`src/sv/ssf_pkg.sv`:
```
// Package of the seven-segment tenths formatter: constants, result type, segment map.
// No dependencies.
`default_nettype none

package ssf_pkg;

  localparam int unsigned ValueWidth = 16;
  localparam int unsigned MagWidth   = 14;
  localparam int unsigned SegWidth   = 8;
  localparam int unsigned DigitWidth = 4;

  localparam logic [14:0] MaxShown = 15'd9999;
  localparam logic [7:0]  SegDp    = 8'h10;
  localparam logic [7:0]  SegBlank = 8'h00;

  // Reciprocals for division by constants, exact for every value up to MaxShown.
  localparam logic [15:0] RecipTen      = 16'd52429;  // 2^19 / 10, rounded up
  localparam logic [12:0] RecipHundred  = 13'd5243;   // 2^19 / 100, rounded up
  localparam logic [14:0] RecipThousand = 15'd16778;  // 2^24 / 1000, rounded up

  typedef struct packed {
    logic                row_out;
    logic [SegWidth-1:0] digit_ones;
    logic [SegWidth-1:0] digit_tens;
    logic [SegWidth-1:0] digit_hundreds;
    logic [SegWidth-1:0] digit_thousands;
    logic                updated;
  } ssf_result_t;

  function automatic logic [SegWidth-1:0] seg_encode(input logic [DigitWidth-1:0] digit);
    logic [SegWidth-1:0] seg;
    unique case (digit)
      4'd0:    seg = 8'hED;
      4'd1:    seg = 8'h21;
      4'd2:    seg = 8'h8F;
      4'd3:    seg = 8'hAB;
      4'd4:    seg = 8'h63;
      4'd5:    seg = 8'hEA;
      4'd6:    seg = 8'hEE;
      4'd7:    seg = 8'hA1;
      4'd8:    seg = 8'hEF;
      4'd9:    seg = 8'hEB;
      default: seg = SegBlank;
    endcase
    return seg;
  endfunction

endpackage

`default_nettype wire

```
`src/sv/ssf_in_if.sv`:
```
// Input channel of the formatter: valid/ready handshake with a reading and a row select.
// Depends on ssf_pkg for field widths.
`default_nettype none

interface ssf_in_if;
  logic                                  valid;
  logic                                  ready;
  logic signed [ssf_pkg::ValueWidth-1:0] value;
  logic                                  row;

  modport source (output valid, output value, output row, input ready);
  modport sink   (input valid, input value, input row, output ready);
endinterface

`default_nettype wire

```
`src/sv/ssf_out_if.sv`:
```
// Output channel of the formatter: valid/ready handshake with four segment bytes.
// Depends on ssf_pkg for field widths.
`default_nettype none

interface ssf_out_if;
  logic                         valid;
  logic                         ready;
  logic                         row_out;
  logic [ssf_pkg::SegWidth-1:0] digit_ones;
  logic [ssf_pkg::SegWidth-1:0] digit_tens;
  logic [ssf_pkg::SegWidth-1:0] digit_hundreds;
  logic [ssf_pkg::SegWidth-1:0] digit_thousands;
  logic                         updated;

  modport source (output valid, output row_out, output digit_ones, output digit_tens,
                  output digit_hundreds, output digit_thousands, output updated,
                  input ready);
  modport sink   (input valid, input row_out, input digit_ones, input digit_tens,
                  input digit_hundreds, input digit_thousands, input updated,
                  output ready);
endinterface

`default_nettype wire

```
`src/sv/ssf_digit_encoder.sv`:
```
// Combinational split of a reading into four decimal digits and their segment bytes.
// Depends on ssf_pkg (constants, reciprocals, segment map, result type).
`default_nettype none

module ssf_digit_encoder (
  input  logic signed [ssf_pkg::ValueWidth-1:0] value_i,
  input  logic                                  row_i,
  output ssf_pkg::ssf_result_t                  result_o
);

  logic                            in_range;
  logic [ssf_pkg::MagWidth-1:0]    mag;
  logic [29:0]                     prod_ten;
  logic [26:0]                     prod_hundred;
  logic [28:0]                     prod_thousand;
  logic [9:0]                      quot_ten;       // value / 10, at most 999
  logic [6:0]                      quot_hundred;   // value / 100, at most 99
  logic [3:0]                      quot_thousand;  // value / 1000, at most 9
  logic [ssf_pkg::MagWidth-1:0]    rem_ones;
  logic [9:0]                      rem_tens;
  logic [6:0]                      rem_hundreds;

  assign in_range = !value_i[ssf_pkg::ValueWidth-1] && (value_i[14:0] <= ssf_pkg::MaxShown);
  assign mag      = value_i[ssf_pkg::MagWidth-1:0];

  // Three independent constant divisions, then remainders by subtraction.
  assign prod_ten      = 30'(mag) * 30'(ssf_pkg::RecipTen);
  assign prod_hundred  = 27'(mag) * 27'(ssf_pkg::RecipHundred);
  assign prod_thousand = 29'(mag) * 29'(ssf_pkg::RecipThousand);

  assign quot_ten      = prod_ten[28:19];
  assign quot_hundred  = prod_hundred[25:19];
  assign quot_thousand = prod_thousand[27:24];

  assign rem_ones     = mag - (14'(quot_ten) * 14'd10);
  assign rem_tens     = quot_ten - (10'(quot_hundred) * 10'd10);
  assign rem_hundreds = quot_hundred - (7'(quot_thousand) * 7'd10);

  always_comb begin
    result_o                 = '0;
    result_o.row_out         = row_i;
    if (in_range) begin
      result_o.updated         = 1'b1;
      result_o.digit_ones      = ssf_pkg::seg_encode(rem_ones[3:0]);
      result_o.digit_tens      = ssf_pkg::seg_encode(rem_tens[3:0]) | ssf_pkg::SegDp;
      // Blank leading digits: a zero quotient means the value sits below that decade.
      result_o.digit_hundreds  = (quot_hundred != '0) ?
                                 ssf_pkg::seg_encode(rem_hundreds[3:0]) : ssf_pkg::SegBlank;
      result_o.digit_thousands = (quot_thousand != '0) ?
                                 ssf_pkg::seg_encode(quot_thousand) : ssf_pkg::SegBlank;
    end
  end

endmodule

`default_nettype wire

```
`src/sv/seven_segment_tenths_formatter_unit.sv`:
```
// Top level of the seven-segment tenths formatter: input register, digit encoder, result register.
// Depends on ssf_pkg, ssf_in_if, ssf_out_if and ssf_digit_encoder.
//
//   channel  | dir | beat contents                                   | handshake
//   ---------+-----+-------------------------------------------------+-------------
//   in_i     | in  | value (signed 16b, tenths), row (1b)            | valid/ready
//   out_o    | out | row_out, four segment bytes (ones first), updated | valid/ready
//
// Path: a beat taken on in_i lands in the input register, passes the digit encoder
//   and is loaded into the result register once that register is free or being taken;
//   it then shows on out_o and is held there until out_o.ready takes it.
// Throughput: one beat per cycle while out_o stays ready, set by the two-stage register
//   pipeline; the encoder does its three constant divisions side by side in one pass.
// Stalls: each stage advances when the stage after it is empty or draining, so a held
//   result does not stop the input register from filling.
// Reset: rst_ni clears both stage valid flags; payload registers are not reset.
`default_nettype none

module seven_segment_tenths_formatter_unit (
  input  logic          clk_i,
  input  logic          rst_ni,
  ssf_in_if.sink        in_i,
  ssf_out_if.source     out_o
);

  // Input register stage.
  logic                                  in_valid_q, in_valid_d;
  logic signed [ssf_pkg::ValueWidth-1:0] in_value_q;
  logic                                  in_row_q;

  // Result register stage.
  logic                                  res_valid_q, res_valid_d;
  ssf_pkg::ssf_result_t                  res_q, res_d;

  logic in_take;
  logic res_load;

  // Load the result register when the input stage holds a beat and the result is free
  // or being taken this cycle.
  assign res_load   = in_valid_q && (!res_valid_q || out_o.ready);
  assign in_i.ready = !in_valid_q || res_load;
  assign in_take    = in_i.valid && in_i.ready;

  always_comb begin
    in_valid_d = in_valid_q;
    if (in_take) begin
      in_valid_d = 1'b1;
    end else if (res_load) begin
      in_valid_d = 1'b0;
    end
  end

  always_comb begin
    res_valid_d = res_valid_q;
    if (res_load) begin
      res_valid_d = 1'b1;
    end else if (out_o.ready) begin
      res_valid_d = 1'b0;
    end
  end

  ssf_digit_encoder u_encoder (
    .value_i  (in_value_q),
    .row_i    (in_row_q),
    .result_o (res_d)
  );

  always_ff @(posedge clk_i or negedge rst_ni) begin
    if (!rst_ni) begin
      in_valid_q  <= 1'b0;
      res_valid_q <= 1'b0;
    end else begin
      in_valid_q  <= in_valid_d;
      res_valid_q <= res_valid_d;
    end
  end

  // Payload: capture the input on accept and the result on load, hold otherwise.
  always_ff @(posedge clk_i) begin
    if (in_take) begin
      in_value_q <= in_i.value;
      in_row_q   <= in_i.row;
    end
    if (res_load) begin
      res_q <= res_d;
    end
  end

  assign out_o.valid           = res_valid_q;
  assign out_o.row_out         = res_q.row_out;
  assign out_o.digit_ones      = res_q.digit_ones;
  assign out_o.digit_tens      = res_q.digit_tens;
  assign out_o.digit_hundreds  = res_q.digit_hundreds;
  assign out_o.digit_thousands = res_q.digit_thousands;
  assign out_o.updated         = res_q.updated;

endmodule

`default_nettype wire

```
`src/flat_wrapper.sv`:
```
// flat-port wrapper written by rule: the top's interface ports become plain ports
module seven_segment_tenths_formatter_unit_flat 
  (clk_i, rst_ni, in_i_valid, in_i_value, in_i_row, in_i_ready, out_o_valid, out_o_row_out, out_o_digit_ones, out_o_digit_tens, out_o_digit_hundreds, out_o_digit_thousands, out_o_updated, out_o_ready);
  ssf_in_if in_i_i ();
  ssf_out_if out_o_i ();
  input  logic clk_i;
  input  logic rst_ni;
  input wire logic [$bits(in_i_i.valid)-1:0] in_i_valid;
  input wire logic [$bits(in_i_i.value)-1:0] in_i_value;
  input wire logic [$bits(in_i_i.row)-1:0] in_i_row;
  output wire logic [$bits(in_i_i.ready)-1:0] in_i_ready;
  output wire logic [$bits(out_o_i.valid)-1:0] out_o_valid;
  output wire logic [$bits(out_o_i.row_out)-1:0] out_o_row_out;
  output wire logic [$bits(out_o_i.digit_ones)-1:0] out_o_digit_ones;
  output wire logic [$bits(out_o_i.digit_tens)-1:0] out_o_digit_tens;
  output wire logic [$bits(out_o_i.digit_hundreds)-1:0] out_o_digit_hundreds;
  output wire logic [$bits(out_o_i.digit_thousands)-1:0] out_o_digit_thousands;
  output wire logic [$bits(out_o_i.updated)-1:0] out_o_updated;
  input wire logic [$bits(out_o_i.ready)-1:0] out_o_ready;
  assign in_i_i.valid = in_i_valid;
  assign in_i_i.value = in_i_value;
  assign in_i_i.row = in_i_row;
  assign in_i_ready = in_i_i.ready;
  assign out_o_valid = out_o_i.valid;
  assign out_o_row_out = out_o_i.row_out;
  assign out_o_digit_ones = out_o_i.digit_ones;
  assign out_o_digit_tens = out_o_i.digit_tens;
  assign out_o_digit_hundreds = out_o_i.digit_hundreds;
  assign out_o_digit_thousands = out_o_i.digit_thousands;
  assign out_o_updated = out_o_i.updated;
  assign out_o_i.ready = out_o_ready;
  seven_segment_tenths_formatter_unit u_core (.clk_i(clk_i), .rst_ni(rst_ni), .in_i(in_i_i), .out_o(out_o_i));
endmodule
```
`config.mk`:
```
export PLATFORM = sky130hd
export DESIGN_NAME = seven_segment_tenths_formatter_unit_flat
export DESIGN_NICKNAME = d
export VERILOG_FILES = /design/src/sv/ssf_pkg.sv /design/src/sv/ssf_in_if.sv /design/src/sv/ssf_out_if.sv /design/src/sv/ssf_digit_encoder.sv /design/src/sv/seven_segment_tenths_formatter_unit.sv /design/src/flat_wrapper.sv
export SDC_FILE = /design/constraint.sdc
export NUM_CORES = 1
export LEC_CHECK = 0
export BUFFER_PORTS_ARGS = -buffer_cell sky130_fd_sc_hd__buf_4
export CORE_ASPECT_RATIO = 1.1
export CORE_MARGIN = 2
export CORE_UTILIZATION = 54
export CTS_BUF_LIST = sky130_fd_sc_hd__clkbuf_16
export CTS_CLUSTER_SIZE = 24
export DETAILED_ROUTE_END_ITERATION = 7
export GPL_TIMING_DRIVEN = 0
export PLACE_DENSITY = 0.69
export SLEW_MARGIN = 20
export SYNTH_ARGS = -nofsm -noshare
export SYNTH_HDL_FRONTEND = slang
export SYNTH_HIERARCHICAL = 1
export SYNTH_SLANG_ARGS = --single-unit
```
`constraint.sdc`:
```
create_clock -name clk_i -period 16.7 [get_ports clk_i]
set_clock_uncertainty 0.15 [all_clocks]
set_input_delay 0.835 -clock clk_i [delete_from_list [all_inputs] [get_ports clk_i]]
set_output_delay 0.835 -clock clk_i [all_outputs]
set_load 0.05 [all_outputs]
```
Yosys cells after proc, flatten, opt, wreduce, memory -nomap -nowiden --
Memory sizes are Yosys's and may differ from the RTL's. A register that Yosys moved wholly into a read port is not among the register bits. Cells that the tools add are included. Widths: inputs -> output; s select.
Word-level totals: memory bits (read-only) 448, input port bits 21, word-level logic and storage cells 47, register bits 53, output and inout bits 36, memories 4
Operators by class: add/sub/neg operators 3, $lt $le $gt $ge 1, reductions and logical operators 15, mux-type cells 7, multipliers 6
Memories:
- (name not given) | words 16, bits a word 7, rd ports 1, clocked after Yosys merged registers in 1, write ports 0, RTL line ssf_pkg.sv:32 | unique case (digit)
- (name not given) | words 16, bits a word 7, rd ports 1, clocked after Yosys merged registers in 0, write ports 0, RTL line ssf_pkg.sv:32
- (name not given) | words 16, bits a word 7, rd ports 1, clocked after Yosys merged registers in 0, write ports 0, RTL line ssf_pkg.sv:32
- (name not given) | words 16, bits a word 7, rd ports 1, clocked after Yosys merged registers in 0, write ports 0, RTL line ssf_pkg.sv:32
Operators with widths (number):
- $mul 14x16->29 const B | 1
- $mul 14x14->27 const B | 1
- $mul 14x13->26 const B | 1
- $mux 22 | 1
- $mux 8 | 2
- $le 15x14->1 const B | 1
- $sub 4x4->4 | 3
- $mul 10x3->3 const B | 1
- $mul 7x3->3 const B | 1
- $reduce_bool 7->1 | 1
- $logic_not 1->1 | 4
- $mul 4x3->3 const B | 1
- $mux 1 | 4
- $reduce_and 2->1 | 2
- $reduce_bool 2->1 | 2
- $reduce_bool 4->1 | 1
- $logic_and 1x1->1 | 3
- $logic_or 1x1->1 | 2

Logic depth before layout (Yosys ltp) --
depth in word-level cells 6, mapped depth 31, depth with buffers taken out 30

Modules after synthesis --
Netlist, hierarchy kept.
By module, submodules not included:
- ssf_digit_encoder | instances 1, cells each 979, seq. area each 0.0 sq um, area an instance 9170.0 sq um
- seven_segment_tenths_formatter_unit | instances 1, cells each 59, seq. area each 1581.5 sq um, area an instance 1635.3 sq um

Least setup slack after synthesis --
No wires, ideal clock.
kind reg-to-reg, start point register u_core/in_value_q[12] (netlist bit), end point register u_core.res_q, in the netlist u_core/out_o.digit_tens[3], data pin, buffers on the path 1, period minus slack after synthesis 7.632 ns, setup time 0.277 ns, arrival 7.205 ns, slack 9.068 ns, cell stages (with the launch flop) 26, cells stage by stage edfxtp_1 > inv_2 > ha_1 > fa_1 > fa_1 > fa_1 > inv_1 > fa_1 > inv_1 > fa_1 > inv_1 > ha_1 > o21a_1 > a211o_1 > o21a_1 > or4_1 > and3_1 > fa_1 > xnor2_1 > xnor2_1 > xnor2_1 > xnor3_1 > xnor3_1 > buf_4 > nand4b_1 > o311ai_0
Between the ends: cells in the longest elaborated chain, start to end 4
RTL lines:
- from (decl) | RTL line seven_segment_tenths_formatter_unit.sv:28 | logic signed [ssf_pkg::ValueWidth-1:0] in_value_q;
- from (signal assigned) | RTL line seven_segment_tenths_formatter_unit.sv:81 | in_value_q <= in_i.value;
- $mul 14x13->26 | RTL line ssf_digit_encoder.sv:28 | assign prod_hundred = 27'(mag) * 27'(ssf_pkg::RecipHundred);
- $mul 7x3->3 | RTL line ssf_digit_encoder.sv:36 | assign rem_tens = quot_ten - (10'(quot_hundred) * 10'd10);
- $sub 4x4->4 | RTL line ssf_digit_encoder.sv:36
- $mem_v2 16x7
- to (signal assigned) | RTL line seven_segment_tenths_formatter_unit.sv:85 | res_q <= res_d;
- to (decl) | RTL line seven_segment_tenths_formatter_unit.sv:33 | ssf_pkg::ssf_result_t res_q, res_d;
Several ways; a longest one is shown, not always the timed one. A chain may end at the register's enable or synchronous reset.

Final worst setup path --
start point register u_core/in_value_q[11] (netlist bit), end point register u_core.res_q, in the netlist u_core/out_o.digit_tens[3], data pin
Same word-level chain as after synthesis.

==> impl_metrics.ini <==
[status]
status = finished clean

[die]
num_rows = 54
die_x_um = 139
chipHeight_um = 152
dieArea_sq_um = 21200
core_sq_um = 19700
start_util = 0.548
ioPinCount = 57

[setup_path]
end_kind = flop
arrival_ns = 8.59
worst_ep_required_time_ns = 16.61
path_max_fanout = 12
slowest_stage = edfxtp_1
critPathTopFamily = adder cells
crit_type = flop to flop
cpPeakStageDelay_ns = 0.82
cp-start-kind = flop
worst-path-buf-inv = 6

[clock_tree]
cts_resized = 0
clkLatencyLatePin_ns = 0.29
numCtsBuffers = 5
cts.sinks = 53
cts_root_buf = clkbuf_16
tritoncts = done
clkTransAtPathRegs_ns = 0.07
cts_setup_buffers = 0
h-tree-depth = 2
clockBufferDepth = 2
hold_buffers = 0

[yosys]
synth_compound_area_frac = 0.0797
synth_cell_types = 75
synth_common_cells = ha_1, inv_1, fa_1
yosys.area_share.simple = 0.0826
synth_ff_type = edfxtp_1
yosysTopAreaCell = ha_1
synth_most_common_cell = ha_1
synth_mux_area_frac = 0.00197
ys_seq_area_frac = 0.146
synthAdderAreaFrac = 0.559
yosysWarningCount = 6
ys_ff_latch = 53
synth_top_area_frac = 0.310
syn_inst = 1038
synth_top_family_by_area = adder cells
synthArstFlopShare = 0.0377
synthesis.area_sq_um = 10800
synth-edff-count = 51
synth-xor-area-share = 0.0302
avgSynthCellArea_sq_um = 10.4
netlist_top_cells_area = ha_1, fa_1, edfxtp_1, inv_1, a21oi_1

[cells_and_area]
final_cell_count_no_fill = 1356
area_delta_synth_final_pct = 8.44
n_antenna_cell = 0
drive_above_1_share = 0.0951
final_nets = 1526

[routing]
wire_per_inst_um = 17.3
drt_iter0_drc = 323
vias = 7348
vias_per_cell = 5.42
drt_pre_antenna_iters = 4
drc = 0
detail-route-antenna-nets = 0
wl_mm = 23.4

[sta]
hold_violations = 0
fmax_ghz = 0.115
drv_slew = 0
finalSetupViolCount = 0
fin_setup_tns_ns = 0
tightest_slew_ns = 1.07
min_period_over_period = 0.520
rsz0062_at_grt = no
final.min_clock_period_ns = 8.68
max_slew_margin = 0.286

[min_path]
hp-class = input pin to asynchronous set/reset pin

[global_route]
grt_pass1_wl_mm = 39.0
antenna_found_initial = 0
first_global_vias = 7744
grt_overflow = 0
track_usage = 0.233
grt_max_degree = 35

[job]
cap_violations = 0

[placed_design]
dp_hpwl_mm = 19.9
port_buffers = 56
gp_congestion = 0.901
dp_cells = 1348
-- final timing paths --
path	from	to	slack, ns	cells after the start
setup reg to reg	u_core/in_value_q[11]$_DFFE_PP_	u_core/out_o.digit_tens[3]$_DFFE_PP_	8.02	29
hold reg to reg	u_core/in_row_q$_DFFE_PP_	u_core/out_o.row_out$_DFFE_PP_	0.36	1
hold / removal	rst_ni	u_core/out_o.valid$_DFFE_PN0P_	0.15	1
max in group asynchronous	rst_ni	u_core/in_valid_q$_DFFE_PN0P_	16.16	1
min in group clk_i	u_core/in_row_q$_DFFE_PP_	u_core/out_o.row_out$_DFFE_PP_	0.36	1
setup / recovery	u_core/in_value_q[11]$_DFFE_PP_	u_core/out_o.digit_tens[3]$_DFFE_PP_	8.02	29
-- sequential cells by signal, indices dropped and copies added (netlist names) --
name	flops
u_core/in_value_q	16
u_core/out_o.digit_hundreds	8
u_core/out_o.digit_ones	8
u_core/out_o.digit_tens	8
u_core/out_o.digit_thousands	8
u_core/in_row_q	1
u_core/in_valid_q	1
u_core/out_o.row_out	1
u_core/out_o.updated	1
u_core/out_o.valid	1
-- area by class of cell --
class	count	area [sq um]
Multi-Input combinational cell	714	8150
Timing Repair Buffer	56	420
Inverter	258	968
Clock inverter	3	42.5
Clock buffer	5	125
Tap cell	252	315
Fill cell	1699	8010
Buffer	15	115
Sequential cell	53	1580
-- routing by layer --
layer,track usage,up-vias,part of all wire,routed length [um]
met5,0,-,0,0
met4,0.0779,0,0.037,854
met3,0.0248,36,0.037,861
met2,0.407,161,0.49,11400
met1,0.305,3575,0.44,10300
li1,-,3576,-,-
-- metrics by stage --
| stage | utilization | setup slack [ns] | hold WS, ns | instance area (sq um) |
|---|---|---|---|---|
| after floorplan | - | 9.07 | 0.340 | 10800 |
| after global placement | 0.585 | 8.04 | 0.352 | 11500 |
| after detailed placement | 0.585 | 7.96 | 0.345 | 11500 |
| after CTS | 0.594 | 7.92 | 0.147 | 11700 |
| after global routing | 0.594 | 7.41 | 0.144 | 11700 |
| final | 0.594 | 8.02 | 0.155 | 11700 |
-- worst register-to-register path, delay by kind of cell, from the launching register on --
kind | cells | cell delay (ns)
adder cells (fa/ha/maj) | 9 | 3.60
XOR/XNOR | 7 | 1.54
AO/OA/AOI/OAI | 4 | 1.12
flip-flops | 1 | 0.82
buffers and inverters | 6 | 0.81
AND/OR/NAND/NOR | 3 | 0.42
-- kinds of logic after synthesis --
group,Yosys count
adder cells (fa/ha/maj),402
buffers and inverters,273
AND/OR/NAND/NOR,151
AO/OA/AOI/OAI,126
flip-flops,53
XOR/XNOR,30
multiplexers,2
other,1
-- layout by cell type, fill, tap and decap left out, drive strengths merged, types with 3 or more instances in the layout --
master / n
inv: 259
o21ai: 22
nand3: 10
nand2b: 8
o21a: 7
edfxtp: 51
or2: 8
nand3b: 4
xor2: 9
nor2: 28
clkbuf: 8
and3: 6
fa: 134
nand2: 26
a211oi: 7
nor3: 17
conb: 3
or3: 5
nor2b: 3
a2111oi: 3
buf: 67
a21o: 9
xnor2: 17
o211ai: 3
o311ai: 3
o22ai: 3
o21bai: 3
ha: 268
and4: 4
or4: 5
a22oi: 3
nor3b: 3
a31oi: 6
nand4: 11
a311oi: 3
and2: 7
xnor3: 3
a21oi: 39
Power is not shown: default switching activity piles up to over one toggle a cycle in this logic, so the estimate is an artifact.
